==> config.mk <==
export PLATFORM = sky130hd
export DESIGN_NAME = tpb_front
export DESIGN_NICKNAME = d
export VERILOG_FILES = /design/src/tpb_pkg.sv /design/src/tpb_front.sv
export SDC_FILE = /design/constraint.sdc
export NUM_CORES = 1
export LEC_CHECK = 0
export BUFFER_PORTS_ARGS = -buffer_cell sky130_fd_sc_hd__clkbuf_2
export CAP_MARGIN = 30
export CORE_MARGIN = 2
export CORE_UTILIZATION = 35
export DETAILED_ROUTE_END_ITERATION = 8
export HOLD_SLACK_MARGIN = 0.08
export PLACE_DENSITY = 0.72
export SLEW_MARGIN = 20
export SYNTH_ARGS = -nofsm -noshare
export SYNTH_HDL_FRONTEND = slang
export SYNTH_SLANG_ARGS = --single-unit
==> constraint.sdc <==
create_clock -name clk_i -period 3.15 [get_ports clk_i]
set_input_delay 0.63 -clock clk_i [delete_from_list [all_inputs] [get_ports clk_i]]
set_output_delay 0.63 -clock clk_i [all_outputs]
set_load 0.02 [all_outputs]
==> src/tpb_pkg.sv <==
`timescale 1ns / 1ps

package tpb_pkg;

  // Frame geometry
  localparam int FrameBytesW   = 15;
  localparam int PosW          = FrameBytesW - 1;
  localparam int MaxFrameBytes = 1 << PosW;

  // Pixel and coefficient formats
  localparam int PixW     = 8;
  localparam int CoefW    = 16;
  localparam int FracBits = 8;

  // Arithmetic widths: coef * {0,pixel}, then sums
  localparam int ProdW   = CoefW + PixW + 1;
  localparam int WW      = ProdW + 2;
  localparam int PffW    = ProdW + 1;
  localparam int YProdW  = CoefW + WW;
  localparam int YW      = YProdW + 1;

  // Config port
  localparam int CfgIdxW  = 3;
  localparam int CfgDataW = 16;

  localparam logic [CfgIdxW-1:0] RegFrameBytes = 3'd0;
  localparam logic [CfgIdxW-1:0] RegCoefFb0    = 3'd1;
  localparam logic [CfgIdxW-1:0] RegCoefFb1    = 3'd2;
  localparam logic [CfgIdxW-1:0] RegCoefFb2    = 3'd3;
  localparam logic [CfgIdxW-1:0] RegCoefFf1    = 3'd4;
  localparam logic [CfgIdxW-1:0] RegCoefFf2    = 3'd5;
  localparam logic [CfgIdxW-1:0] RegCoefFf3    = 3'd6;

  // Command queue
  localparam int QDepth = 4;
  localparam int QPtrW  = $clog2(QDepth);
  localparam int QCntW  = QPtrW + 1;

  typedef enum logic [1:0] {
    OpFilter = 2'd0,
    OpArm    = 2'd1,
    OpClear  = 2'd2
  } op_e;

  typedef struct packed {
    logic signed [CoefW-1:0] fb0;
    logic signed [CoefW-1:0] fb1;
    logic signed [CoefW-1:0] fb2;
    logic signed [CoefW-1:0] ff1;
    logic signed [CoefW-1:0] ff2;
    logic signed [CoefW-1:0] ff3;
  } coef_t;

  typedef struct packed {
    logic            clr;
    logic [PosW-1:0] pos;
    logic [PixW-1:0] px;
    logic            load;
    logic            last;
  } q_entry_t;

  typedef struct packed {
    logic empty;
    logic full;
  } q_stat_t;

  typedef struct packed {
    logic clearing;
    logic pipe_wr;
  } back_stat_t;

endpackage

==> src/tpb_front.sv <==
`timescale 1ns / 1ps

module tpb_front import tpb_pkg::*; (
  input  logic                   clk_i,
  input  logic                   rst_ni,
  input  logic                   in_valid_i,
  output logic                   in_ready_o,
  input  logic [1:0]             op_i,
  input  logic [PixW-1:0]        pixel_value_i,
  input  logic [FrameBytesW-1:0] frame_bytes_i,
  input  q_stat_t                q_stat_i,
  output logic                   q_push_o,
  output q_entry_t               q_entry_o
);

  logic [PosW-1:0]        position_q, position_d;
  logic                   armed_q, armed_d;
  logic                   loading_q, loading_d;
  logic [FrameBytesW-1:0] len;
  logic [FrameBytesW-1:0] pos_inc;
  logic                   acc;
  logic                   start_load;
  logic                   load;
  logic                   last;

  assign in_ready_o = !q_stat_i.full;
  assign acc        = in_valid_i && in_ready_o;

  always_comb begin
    if (frame_bytes_i == '0) begin
      len = FrameBytesW'(1);
    end else if (frame_bytes_i > FrameBytesW'(MaxFrameBytes)) begin
      len = FrameBytesW'(MaxFrameBytes);
    end else begin
      len = frame_bytes_i;
    end
  end

  assign pos_inc    = {1'b0, position_q} + FrameBytesW'(1);
  assign start_load = (position_q == '0) && armed_q;
  assign load       = loading_q || start_load;
  // also covers a frame size shrunk below the current position
  assign last       = pos_inc >= len;

  always_comb begin
    position_d = position_q;
    armed_d    = armed_q;
    loading_d  = loading_q;
    if (acc) begin
      case (op_i)
        OpFilter: begin
          position_d = last ? '0 : pos_inc[PosW-1:0];
          loading_d  = last ? 1'b0 : load;
          if (start_load) begin
            armed_d = 1'b0;
          end
        end
        OpArm: begin
          armed_d = 1'b1;
        end
        OpClear: begin
        end
        default: begin
        end
      endcase
    end
  end

  always_ff @(posedge clk_i or negedge rst_ni) begin
    if (!rst_ni) begin
      position_q <= '0;
      armed_q    <= 1'b0;
      loading_q  <= 1'b0;
    end else begin
      position_q <= position_d;
      armed_q    <= armed_d;
      loading_q  <= loading_d;
    end
  end

  assign q_push_o = acc && ((op_i == OpFilter) || (op_i == OpClear));

  always_comb begin
    q_entry_o.clr  = (op_i == OpClear);
    q_entry_o.pos  = position_q;
    q_entry_o.px   = pixel_value_i;
    q_entry_o.load = load;
    q_entry_o.last = last;
  end

endmodule

==> implementation parameters <==
Parameter                              Value

Yosys
  Warning count from the yosys run    0
  Synth Flop Type    sky130_fd_sc_hd__dfrtp_1
  Async S/R FF share, synth    100.0%
  Count of flip-flops with a built-in enable after synthesis    0
  Number of instances in the synthesized netlist    187
  Average footprint of a synthesized cell    about 8.5 um^2
  Synthesized netlist net count    roughly 230
  Sequential share of the synthesized area    approximately 25%
  Count of cell types in the netlist    between 40 and 50
  Register bit count reported by yosys    16
  Post-Syn Area    0.001582 mm^2

Routing
  Remaining number of nets flagged by the antenna check after routing    0
  # DRC    0
  Violation count after the first detailed-route iteration    72
  Post-detailed-route wirelength per cell    about 14 um
  Number of detailed-route iterations in the first pass    4
  Via count    around 1500
  Avg Vias per Cell    roughly 5.3
  Total Wirelength    around 3900 um

Die
  Placement Rows    24
  Core box area    approximately 0.0044 mm^2
  Total I/O pin count    57
  Vertical die dimension    71.22 um
  Die Outline Area    between 0.005 and 0.006 mm^2
  Initial standard-cell utilization of the core    between 30% and 40%
  Horizontal extent of the die    71.22 um

Clocking
  Cell at the root of the clock tree    sky130_fd_sc_hd__clkbuf_8
  TritonCTS clock tree    yes
  Number of sinks driven by the clock tree    16
  Number of buffers created by CTS    3
  Maximum clock insertion buffer count    2
  H-tree levels    1
  Insertion delay of the later-clocked pin in the worst-skew pair    ~0.25 ns
  CTS clk-pin slew, worst paths    around 0.06 ns

Min path
  Class of the worst hold path    in -> async

GRT
  Total congestion overflow after global routing    0
  Maximum number of pins on one net before global-route repair    17
  Number of global-route vias before repair    1450
  Number of antenna violations at the first check in global routing    0
  Global-route total usage across every layer    15.72%
  Wire length of the first global-routing pass    6417 um

Power and ir drop
  Max VDD drop    approximately 180 uV
  Leak Pwr    around 0.001 uW
  Power after layout    712.0 uW
  Power per standard cell area    between 300 and 400 mW/mm^2

Setup path
  Critical path type    in -> out
  Data required, critical path    2.52 ns
  Most prevalent standard cell on the critical path    sky130_fd_sc_hd__buf_6
  Nature of the critical path startpoint    primary input
  Crit path arrival time    around 2.6 ns
  Crit Reg-Reg Startpoint    position_q[0]$_DFFE_PN0P_
  Setup crit end kind    primary output
  Largest stage delay, worst path    between 0.3 and 0.4 ns
  Crit. Startpoint    frame_bytes_i[5]
  Crit-path cells    buf_6, nor4_4, nand4_1, a21oi_2, ha_1, nand2b_4, a211oi_2, o221ai_1, a211o_2, buf_6
  Slowest CP cell    sky130_fd_sc_hd__a211o_2
  Max Fanout on Critical Path    2

Run status
  Status    complete, but fails checks
  Failing checks    setup timing

Timing
  Post-route clock skew    approximately 0.006 ns
  Least setup slack across all paths after layout    -0.03562 ns
  Final worst path period share    101.1%
  Max-Slew Margin vs Limit    64.10%
  Worst Tran Pin Value    around 0.54 ns
  Slew Viols, Final    0
  Unrepaired setup endpoints after global routing    true
  Number of failing setup endpoints in the final timing report    1
  Fmax    approximately 310 MHz
  Final Hold Viols    0
  Final critical path time including I/O delays and setup    between 3 and 4 ns

Placement
  Routability Congestion    0.7951
  HPWL Detailed    3005 um
  Minimum setup slack after placement    -0.08981 ns
  Port bufs    39

Finish
  Diode count    0
  Final net count    approximately 280
  Layout cells sized above 1    roughly two fifths
  Synth-to-Final Area Change    29.83%

Flow run
  # Max-Cap Violations    0
==> what timing repair did <==
action / in CTS / in global routing
endpoints found under the setup margin: 1 / 1
setup buffers: 2 / 1
gates resized for setup: 8 / 14
pin swaps: 4 / 10
endpoints found under the hold margin: 0 / 0
hold buffers: 0 / 0
==> power breakdown <==
part	internal, uW	switching, uW	leakage (uW)
logic	143	167	0.000780
clock network	89.7	69.9	0.0000228
registers	227	14.5	0.000200
total	460	252	0.00100
==> area by class of cell <==
type                    instances  area, um^2
fillers                       417        2301
flip-flops and latches         16       407.9
clock buffers                   4       45.04
multi-input cells             144        1095
inverters                       9       33.78
repair buffers                 63       406.6
well taps                      52       65.06
==> cells in the mapped netlist (6+ instances only) <==
master / number / area, um^2
sky130_fd_sc_hd__nor3_1: 6 / 30.03
sky130_fd_sc_hd__inv_1: 9 / 33.78
sky130_fd_sc_hd__nand2_1: 29 / 108.9
sky130_fd_sc_hd__nand3_1: 8 / 40.04
sky130_fd_sc_hd__nor2_1: 6 / 22.52
sky130_fd_sc_hd__buf_4: 10 / 75.07
sky130_fd_sc_hd__a22o_1: 7 / 61.31
sky130_fd_sc_hd__xnor2_1: 6 / 52.55
sky130_fd_sc_hd__dfrtp_1: 16 / 400.4
sky130_fd_sc_hd__o21ai_0: 9 / 45.04
sky130_fd_sc_hd__a21oi_1: 10 / 50.05
sky130_fd_sc_hd__ha_1: 17 / 212.7
==> cells in the final DEF, fill, tap and decap left out, types with 2 or more instances in the layout <==
master                     count
sky130_fd_sc_hd__a21oi_1       9
sky130_fd_sc_hd__a22o_1        7
sky130_fd_sc_hd__buf_4        24
sky130_fd_sc_hd__buf_6         5
sky130_fd_sc_hd__clkbuf_2     34
sky130_fd_sc_hd__clkbuf_8      3
sky130_fd_sc_hd__dfrtp_1      10
sky130_fd_sc_hd__dfrtp_2       6
sky130_fd_sc_hd__ha_1         16
sky130_fd_sc_hd__inv_1         9
sky130_fd_sc_hd__nand2_1      29
sky130_fd_sc_hd__nand2b_1      2
sky130_fd_sc_hd__nand3_1       7
sky130_fd_sc_hd__nand3_2       2
sky130_fd_sc_hd__nand4_1       4
sky130_fd_sc_hd__nor2_1        6
sky130_fd_sc_hd__nor2_4        4
sky130_fd_sc_hd__nor3_1        6
sky130_fd_sc_hd__nor3b_1       2
sky130_fd_sc_hd__nor4_4        3
sky130_fd_sc_hd__o21ai_0       8
sky130_fd_sc_hd__o21ai_1       3
sky130_fd_sc_hd__o21ai_2       3
sky130_fd_sc_hd__xnor2_1       6
sky130_fd_sc_hd__xor2_1        5
==> worst paths after layout <==
check | slack [ns] | to | depth (start not counted)
worst max-delay path | -0.04 | q_entry_o[0] | 10
worst min-delay path | 0.30 | position_q[7]$_DFFE_PN0P_ | 1
worst max register to register | 0.25 | position_q[0]$_DFFE_PN0P_ | 12
worst min register to register | 0.50 | armed_q$_DFFE_PN0P_ | 1
max in group asynchronous | 2.54 | position_q[0]$_DFFE_PN0P_ | 1
min in group clk_i | 0.50 | armed_q$_DFFE_PN0P_ | 1
==> kinds of logic after synthesis <==
logic type | synth area share (%)
and+or+nand+nor | 27.85
muxes | 0.7120
DFF | 25.32
xor gates and xnor gates | 7.120
AOI/OAI and AO/OA | 15.67
buffers and inverters | 9.889
adders and majority gates | 13.45
==> sequential cells by signal, indices dropped and copies added, names as in the netlist <==
| name | flops |
|---|---|
| armed_q | 1 |
| loading_q | 1 |
| position_q | 14 |
==> metrics by stage <==
stage	area, um^2	TNS, ns	cells	hold WS, ns	util (%)
6_report	2053	-0.03562	288	0.2960	47.16
5_1_grt	2053	-0.1857	288	0.3306	47.16
4_1_cts	1991	-0.04149	287	0.3012	45.72
3_5_place_dp	1887	-0.1139	281	0.4848	43.33
3_3_place_gp	1887	-0.05964	281	0.4894	43.33
2_1_floorplan	1592	0	187	0.3344	-
==> worst max-delay path: cells and delay by family <==
kind            cells  cell delay [ns]
compound gates      4             0.88
simple gates        3             0.55
fa+ha+maj           1             0.25
buf+inv             2             0.24
==> routing by layer <==
metal  share of wire [%]  global-route usage, %  vias to the layer above
li1                    -                      -                      753
met1                  42                  19.96                      721
met2                  52                  26.54                       39
met3                 5.5                  4.641                        4
met4                0.18                  3.354                        0
met5                   0                      0                        -
Note: power is estimated with default switching activity, not from simulation.
