[src/tpb_pkg.sv]
`timescale 1ns / 1ps

package tpb_pkg;

  // Frame geometry
  localparam int FrameBytesW   = 15;
  localparam int PosW          = FrameBytesW - 1;
  localparam int MaxFrameBytes = 1 << PosW;

  // Pixel and coefficient formats
  localparam int PixW     = 8;
  localparam int CoefW    = 16;
  localparam int FracBits = 8;

  // Arithmetic widths: coef * {0,pixel}, then sums
  localparam int ProdW   = CoefW + PixW + 1;
  localparam int WW      = ProdW + 2;
  localparam int PffW    = ProdW + 1;
  localparam int YProdW  = CoefW + WW;
  localparam int YW      = YProdW + 1;

  // Config port
  localparam int CfgIdxW  = 3;
  localparam int CfgDataW = 16;

  localparam logic [CfgIdxW-1:0] RegFrameBytes = 3'd0;
  localparam logic [CfgIdxW-1:0] RegCoefFb0    = 3'd1;
  localparam logic [CfgIdxW-1:0] RegCoefFb1    = 3'd2;
  localparam logic [CfgIdxW-1:0] RegCoefFb2    = 3'd3;
  localparam logic [CfgIdxW-1:0] RegCoefFf1    = 3'd4;
  localparam logic [CfgIdxW-1:0] RegCoefFf2    = 3'd5;
  localparam logic [CfgIdxW-1:0] RegCoefFf3    = 3'd6;

  // Command queue
  localparam int QDepth = 4;
  localparam int QPtrW  = $clog2(QDepth);
  localparam int QCntW  = QPtrW + 1;

  typedef enum logic [1:0] {
    OpFilter = 2'd0,
    OpArm    = 2'd1,
    OpClear  = 2'd2
  } op_e;

  typedef struct packed {
    logic signed [CoefW-1:0] fb0;
    logic signed [CoefW-1:0] fb1;
    logic signed [CoefW-1:0] fb2;
    logic signed [CoefW-1:0] ff1;
    logic signed [CoefW-1:0] ff2;
    logic signed [CoefW-1:0] ff3;
  } coef_t;

  typedef struct packed {
    logic            clr;
    logic [PosW-1:0] pos;
    logic [PixW-1:0] px;
    logic            load;
    logic            last;
  } q_entry_t;

  typedef struct packed {
    logic empty;
    logic full;
  } q_stat_t;

  typedef struct packed {
    logic clearing;
    logic pipe_wr;
  } back_stat_t;

endpackage

[src/tpb_queue.sv]
`timescale 1ns / 1ps

module tpb_queue import tpb_pkg::*; (
  input  logic     clk_i,
  input  logic     rst_ni,
  input  logic     push_i,
  input  q_entry_t entry_i,
  input  logic     pop_i,
  output q_entry_t head_o,
  output q_stat_t  stat_o
);

  q_entry_t         slot_q [QDepth];
  logic [QPtrW-1:0] wr_ptr_q, rd_ptr_q;
  logic [QCntW-1:0] cnt_q;

  assign stat_o.empty = (cnt_q == '0);
  assign stat_o.full  = (cnt_q == QCntW'(QDepth));
  assign head_o       = slot_q[rd_ptr_q];

  always_ff @(posedge clk_i) begin
    if (push_i) begin
      slot_q[wr_ptr_q] <= entry_i;
    end
  end

  always_ff @(posedge clk_i or negedge rst_ni) begin
    if (!rst_ni) begin
      wr_ptr_q <= '0;
      rd_ptr_q <= '0;
      cnt_q    <= '0;
    end else begin
      if (push_i) begin
        wr_ptr_q <= wr_ptr_q + QPtrW'(1);
      end
      if (pop_i) begin
        rd_ptr_q <= rd_ptr_q + QPtrW'(1);
      end
      case ({push_i, pop_i})
        2'b10:   cnt_q <= cnt_q + QCntW'(1);
        2'b01:   cnt_q <= cnt_q - QCntW'(1);
        default: cnt_q <= cnt_q;
      endcase
    end
  end

endmodule

[config.mk]
export PLATFORM = sky130hd
export DESIGN_NAME = tpb_queue
export DESIGN_NICKNAME = d
export VERILOG_FILES = /design/src/tpb_pkg.sv /design/src/tpb_queue.sv
export SDC_FILE = /design/constraint.sdc
export NUM_CORES = 1
export LEC_CHECK = 0
export BUFFER_PORTS_ARGS = -buffer_cell sky130_fd_sc_hd__buf_2
export CAP_MARGIN = 20
export CORE_AREA = 10 10 102 104
export DETAILED_ROUTE_END_ITERATION = 6
export DIE_AREA = 0 0 112 114
export PLACE_DENSITY = 0.69
export SYNTH_ARGS = -nofsm -noshare
export SYNTH_HDL_FRONTEND = slang
export SYNTH_SLANG_ARGS = --single-unit
[constraint.sdc]
create_clock -name clk_i -period 5.2 [get_ports clk_i]
set_input_delay 0.26 -clock clk_i [delete_from_list [all_inputs] [get_ports clk_i]]
set_output_delay 0.26 -clock clk_i [all_outputs]
set_load 0.01 [all_outputs]
==> reports/metrics.yaml, run 1 <==
outcome:
  status: "complete, no violations"
layout:
  nFillCells: 657
  nNetsFinal: 268
  area_growth_pct: 15.0
  layout-drive-gt1-share_pct: 38.8
  mostFrequentLayoutCell: "edfxtp_1"
  layout_common_cells: "edfxtp_1, buf_2, mux4_2, clkbuf_8, mux4_1"
  stdcell_area_mm2: 0.00466
  diodes: 0
setup_path:
  crit_path_top_delay_cell: "dfrtp_2"
  cp.arrival_ns: 2.11
  crit_required_ns: 4.94
  end_kind: "primary output"
  critical_path_class: "flop to primary output"
  crit_family: "flip-flops"
  cp.buffers_inverters: 1
  cp_max_fo: 27
  worst_setup_path_start_kind: "flop"
  r2r_cells: 4
  crit_chain: "mux4_1 > buf_2"
  critical_path_depth: 2
  slowest_delay_ns: 0.94
timing:
  worst-slew-pin-transition_ns: 0.846
  finClkSkew_ns: 0.00628
  fmax_ghz: 0.422
  post-route-min-period_ns: 2.37
  setup_viol: 0
  whs_ns: 0.114
  fin_ws_ns: 2.83
  rsz0062_at_grt: "false"
  period_share_pct: 45.6
  worst_slew_margin_rel_pct: 43.6
  hold_violations: 0
  report.final.slew_viol_count: 0
  setup_tns_ns: 0
clock_tree:
  post_cts_buffers: 0
  tritoncts: "done"
  cts_resized: 0
  clk_pin_slew_worst_paths_ns: 0.10
  numClockSinks: 107
  cts_buffers: 9
  clockRootBuffer: "clkbuf_8"
  htree_levels: 3
  cts_hold_buf: 1
  clock_latency_ns: 0.35
  cts_buffer_depth: 2
placement:
  dp_hpwl_mm: 4.21
  placement.io_buffers: 55
  gp_congestion: 0.655
  place_ws_ns: 3.16
  placedInstanceArea_mm2: 0.00443
grt:
  grt_pass1_wl_mm: 10.7
  grt_max_degree: 28
  antenna_found_initial: 0
  grt_usage_pct: 11.0
  grt_pass1_vias: 1955
  overflow: 0
routing:
  wl_per_cell_um: 19.9
  drcViolationCount: 0
  avgViaCountPerCell: 5.19
  dr.pass1.iters: 4
  num_vias: 1792
  drt-total-wl_mm: 6.85
  ant_nets: 0
  drt_iter0_markers: 78
logic_synthesis:
  ys_types: 19
  avgSynthCellArea_um2: 24.3
  yosysWarnings: 0
  yosysSeqAreaShare_pct: 78.4
  synth_fp_nets: 202
  synth_seq_cells: 107
  synthCells: 167
  syn_area_mm2: 0.00405
min_path:
  min_path_cells: 1
  min_path_type: "primary input to flop"
job:
  drv_cap: 0
power_and_ir_drop:
  powerDensity_mw_per_mm2: 525
  ir_drop_v: 0.000250
  total_power_w: 0.00245
  p_leak_nw: 1.66
floorplan:
  num_rows: 34
  core-area_mm2: 0.00847
  dieWidth_um: 112
  dieArea_mm2: 0.0128
  initial_utilization_pct: 47.9
  die_h_um: 114
  boundaryPins: 56
==> registers in the layout (all words and copies together) (netlist names) <==
signal	count
rd_ptr_q	2
cnt_q	3
slot_q	100
wr_ptr_q	2
==> metrics by stage <==
| step | utilization, % | std cells |
|---|---|---|
| floorplan | - | 167 |
| global placement | 52.3 | 328 |
| detailed placement | 52.3 | 328 |
| CTS | 54.9 | 344 |
| global route | 55.1 | 345 |
| finish | 55.1 | 345 |
==> cell families after synthesis <==
logic type / count (synthesis) / synth area share (%)
AOI/OAI and AO/OA: 1 / 0.123
xor gates and xnor gates: 6 / 1.30
adders and majority gates: 6 / 2.04
buffers and inverters: 12 / 2.19
DFF: 107 / 78.4
muxes: 26 / 14.8
and+or+nand+nor: 9 / 1.17
==> power by group <==
group	total (W)	internal (W)	switching (W)
Sequential	0.00125	0.00113	0.000121
Combinational	0.000669	0.000345	0.000324
Clock	0.000526	0.000267	0.000258
Total	0.00245	0.00174	0.000703
==> path summary, 6_finish.rpt <==
path / start / to / slack (ns)
max in group asynchronous: rst_ni / rd_ptr_q[0] / 4.75
worst max-delay path: rd_ptr_q[0] / head_o[3] / 2.83
min in group asynchronous: rst_ni / wr_ptr_q[1] / 0.27
worst min-delay path: entry_i[19] / slot_q[0][19] / 0.11
worst min register to register: cnt_q[2] / cnt_q[2] / 0.49
worst max register to register: wr_ptr_q[0] / slot_q[0][15] / 3.71
==> final cells by class <==
type                    count  area, µm²  area share (%)
flip-flops and latches    107       3180            68.2
multi-input cells          48        787            16.9
repair buffers             61        330            7.09
well taps                 108        135            2.90
clock buffers              10        128            2.74
clock inverters             5       78.8            1.69
inverters                   6       22.5           0.483
==> per-layer routing <==
layer	wire, µm	GRT usage, %	share of wire (%)	up-vias
met2	3360	17.4	49	46
met1	2930	13.2	43	921
met4	116	4.82	1.7	0
met3	444	4.09	6.5	9
li1	-	-	-	816
met5	0	0	0	-
==> Yosys cell counts <==
| cell | instances | area share (%) |
|---|---|---|
| inv_1 | 6 | 0.56 |
| buf_6 | 1 | 0.28 |
| nor3_1 | 1 | 0.12 |
| and3_1 | 1 | 0.15 |
| buf_2 | 3 | 0.37 |
| nand2_1 | 2 | 0.19 |
| mux4_2 | 18 | 10 |
| dfrtp_1 | 7 | 4.3 |
| mux4_1 | 7 | 4.5 |
| ha_1 | 5 | 1.5 |
| fa_1 | 1 | 0.49 |
| buf_12 | 2 | 0.99 |
| nor2_1 | 1 | 0.093 |
| edfxtp_1 | 100 | 74 |
| mux2i_1 | 1 | 0.25 |
| xnor2_1 | 2 | 0.43 |
| xor2_1 | 4 | 0.86 |
| o21ai_0 | 1 | 0.12 |
| and2_1 | 4 | 0.62 |
Power figures use the tool's default switching activity.
==> inputs of run 2 (changes only) <==
==> constraint.sdc (replaced) <==
create_clock -name clk_i -period 2.3 [get_ports clk_i]
set_input_delay 0.115 -clock clk_i [delete_from_list [all_inputs] [get_ports clk_i]]
set_output_delay 0.115 -clock clk_i [all_outputs]
set_load 0.01 [all_outputs]
==> run 2 against run 1 <==
Sequential share of layout area shrank 3.9 points. Highest routed layer unchanged. Largest power group unchanged. Critical path type unchanged. Count of clock-buffer cells in the layout shrank 1. Final cell count grew 8.1%. Die area is the same. Wire length shrank 1.8%. Combinational power grew 150%. Largest cell class unchanged. Setup slack lost 2.6 ns. Non-clock buffer count grew 27.
==> reports/metrics.yaml, run 2 (synthesis gave the netlist of run 1 again) <==
layout:
  top_regs: "slot_q (100), cnt_q (3)"  # unchanged
  mostFrequentLayoutCell: "edfxtp_1"  # unchanged
  stdcell_area_mm2: 0.00494  # was 0.00466 mm²
  diodes: 0  # unchanged
  layout_common_cells: "edfxtp_1, buf_2, dlygate4sd3_1, mux4_2, clkbuf_8"  # was edfxtp_1, buf_2, mux4_2, clkbuf_8, mux4_1
  nFillCells: 619  # was 657
  area_growth_pct: 21.9  # was 15.0%
  nNetsFinal: 295  # was 268
  regMostFlops: "slot_q"  # unchanged
  largest_reg_flops: 100  # unchanged
  layout-drive-gt1-share_pct: 35.5  # was 38.8%
routing:
  drcViolationCount: 0  # unchanged
  ant_nets: 0  # unchanged
  wl_per_cell_um: 18.0  # was 19.9 µm
  avgViaCountPerCell: 5.07  # was 5.19
  dr.pass1.iters: 4  # unchanged
  num_vias: 1892  # was 1792
  drt-total-wl_mm: 6.73  # was 6.85 mm
  drt_iter0_markers: 69  # was 78
setup_path:
  cp_max_fo: 15  # was 27
  end_kind: "primary output"  # unchanged
  crit_required_ns: 2.18  # was 4.94 ns
  r2r-end: "slot_q[0][17]"  # was slot_q[0][15]
  r2r_cells: 4  # unchanged
  cp.arrival_ns: 1.96  # was 2.11 ns
  rrSetupSlack_ns: 0.83  # was 3.71 ns
  crit_start: "rd_ptr_q[0]"  # unchanged
  r2r-start: "wr_ptr_q[0]"  # unchanged
  critical_path_class: "flop to primary output"  # unchanged
  worst_setup_path_start_kind: "flop"  # unchanged
placement:
  placedInstanceArea_mm2: 0.00446  # was 0.00443 mm²
  placement.io_buffers: 55  # unchanged
  dp_hpwl_mm: 4.35  # was 4.21 mm
  gp_congestion: 0.712  # was 0.655
timing:
  post-route-min-period_ns: 2.07
  period_share_pct: 90.1
  worst-slew-pin-transition_ns: 0.447  # was 0.846 ns
  hold_violations: 0  # unchanged
  setup_tns_ns: 0  # unchanged
  rsz0062_at_grt: "false"  # unchanged
  fmax_ghz: 0.482
  worst_slew_margin_rel_pct: 70.2  # was 43.6%
  setup_viol: 0  # unchanged
  finClkSkew_ns: 0.0108  # was 0.00628 ns
  report.final.slew_viol_count: 0  # unchanged
power_and_ir_drop:
  total_power_w: 0.00560  # was 0.00245 W
  powerDensity_mw_per_mm2: 1130  # was 525 mW/mm²
  p_leak_nw: 1.79  # was 1.66 nW
  ir_drop_v: 0.000604  # was 0.000250 V
clock_tree:
  clock_latency_ns: 0.35  # about the same
  clk_pin_slew_worst_paths_ns: 0.09  # was 0.10 ns
  tritoncts: "done"  # unchanged
  numClockSinks: 107  # unchanged
  cts_resized: 0  # unchanged
  post_cts_buffers: 0  # unchanged
  cts_hold_buf: 27  # was 1
  clockRootBuffer: "clkbuf_8"  # unchanged
  htree_levels: 3  # unchanged
  cts_buffer_depth: 2  # unchanged
  cts_buffers: 9  # unchanged
floorplan:
  dieArea_mm2: 0.0128  # unchanged
  core-area_mm2: 0.00847  # unchanged
  initial_utilization_pct: 47.9  # unchanged
  dieWidth_um: 112  # unchanged
  num_rows: 34  # unchanged
  die_h_um: 114  # unchanged
  boundaryPins: 56  # unchanged
grt:
  antenna_found_initial: 0  # unchanged
  grt_pass1_wl_mm: 11.1  # was 10.7 mm
  grt_usage_pct: 11.1  # was 11.0%
  grt_pass1_vias: 2086  # was 1955
  overflow: 0  # unchanged
  grt_max_degree: 26  # was 28
job:
  drv_cap: 0  # unchanged
min_path:
  hold_end: "wr_ptr_q[0]"  # was slot_q[0][19]
  min_path_cells: 2  # was 1
  min_path_type: "primary input to flop"  # unchanged
  worstHoldStart: "push_i"  # was entry_i[19]
outcome:
  status: "complete, no violations"  # unchanged
run 2: power by group:
| part | total, W | switching (W) | internal [W] |
|---|---|---|---|
| clock | 0.00120 | 0.000589 | 0.000609 |
| sequential | 0.00274 | 0.000183 | 0.00256 |
| combinational | 0.00166 | 0.000831 | 0.000833 |
| total | 0.00560 | 0.00160 | 0.00400 |
run 2: worst max-delay path by stage:
stage | slack, ns | depth (start not counted) | end
global placement | 0.59 | 3 | head_o[5]
finish | 0.23 | 3 | head_o[5]
detailed placement | 0.57 | 3 | head_o[5]
floorplan | 0.67 | 3 | slot_q[2][0]
global route | 0.11 | 3 | head_o[5]
CTS | 0.17 | 3 | head_o[5]
run 2: routing by layer:
metal	vias to the layer above	global-route usage [%]	wire length, µm
met5	-	0	0
met4	0	4.15	78
met3	7	4.41	464
met2	53	17.3	3340
met1	964	13.7	2850
li1	868	-	-
run 2: area by class of cell:
type | count | area (µm²) | area share, %
Clock inverter | 7 | 92.6 | 1.87
Sequential cell | 107 | 3180 | 64.3
Multi-Input combinational cell | 48 | 787 | 15.9
Clock buffer | 9 | 124 | 2.51
Tap cell | 108 | 135 | 2.73
Timing Repair Buffer | 88 | 603 | 12.2
Inverter | 6 | 22.5 | 0.456
run 2: per-stage QoR:
stage	cells	hold slack [ns]	worst slack [ns]	utilization, %
global placement	330	-0.0394	0.589	52.6
CTS	373	0.00246	0.169	58.4
floorplan	167	-0.181	0.668	-
global route	373	0.0354	0.111	58.4
detailed placement	330	-0.0327	0.569	52.6
finish	373	0.0131	0.227	58.4
run 2: critical path: stages (launching register included):
cell	delay (ns)
dfrtp_2	0.66
buf_12	0.23
mux4_1	0.56
buf_2	0.16
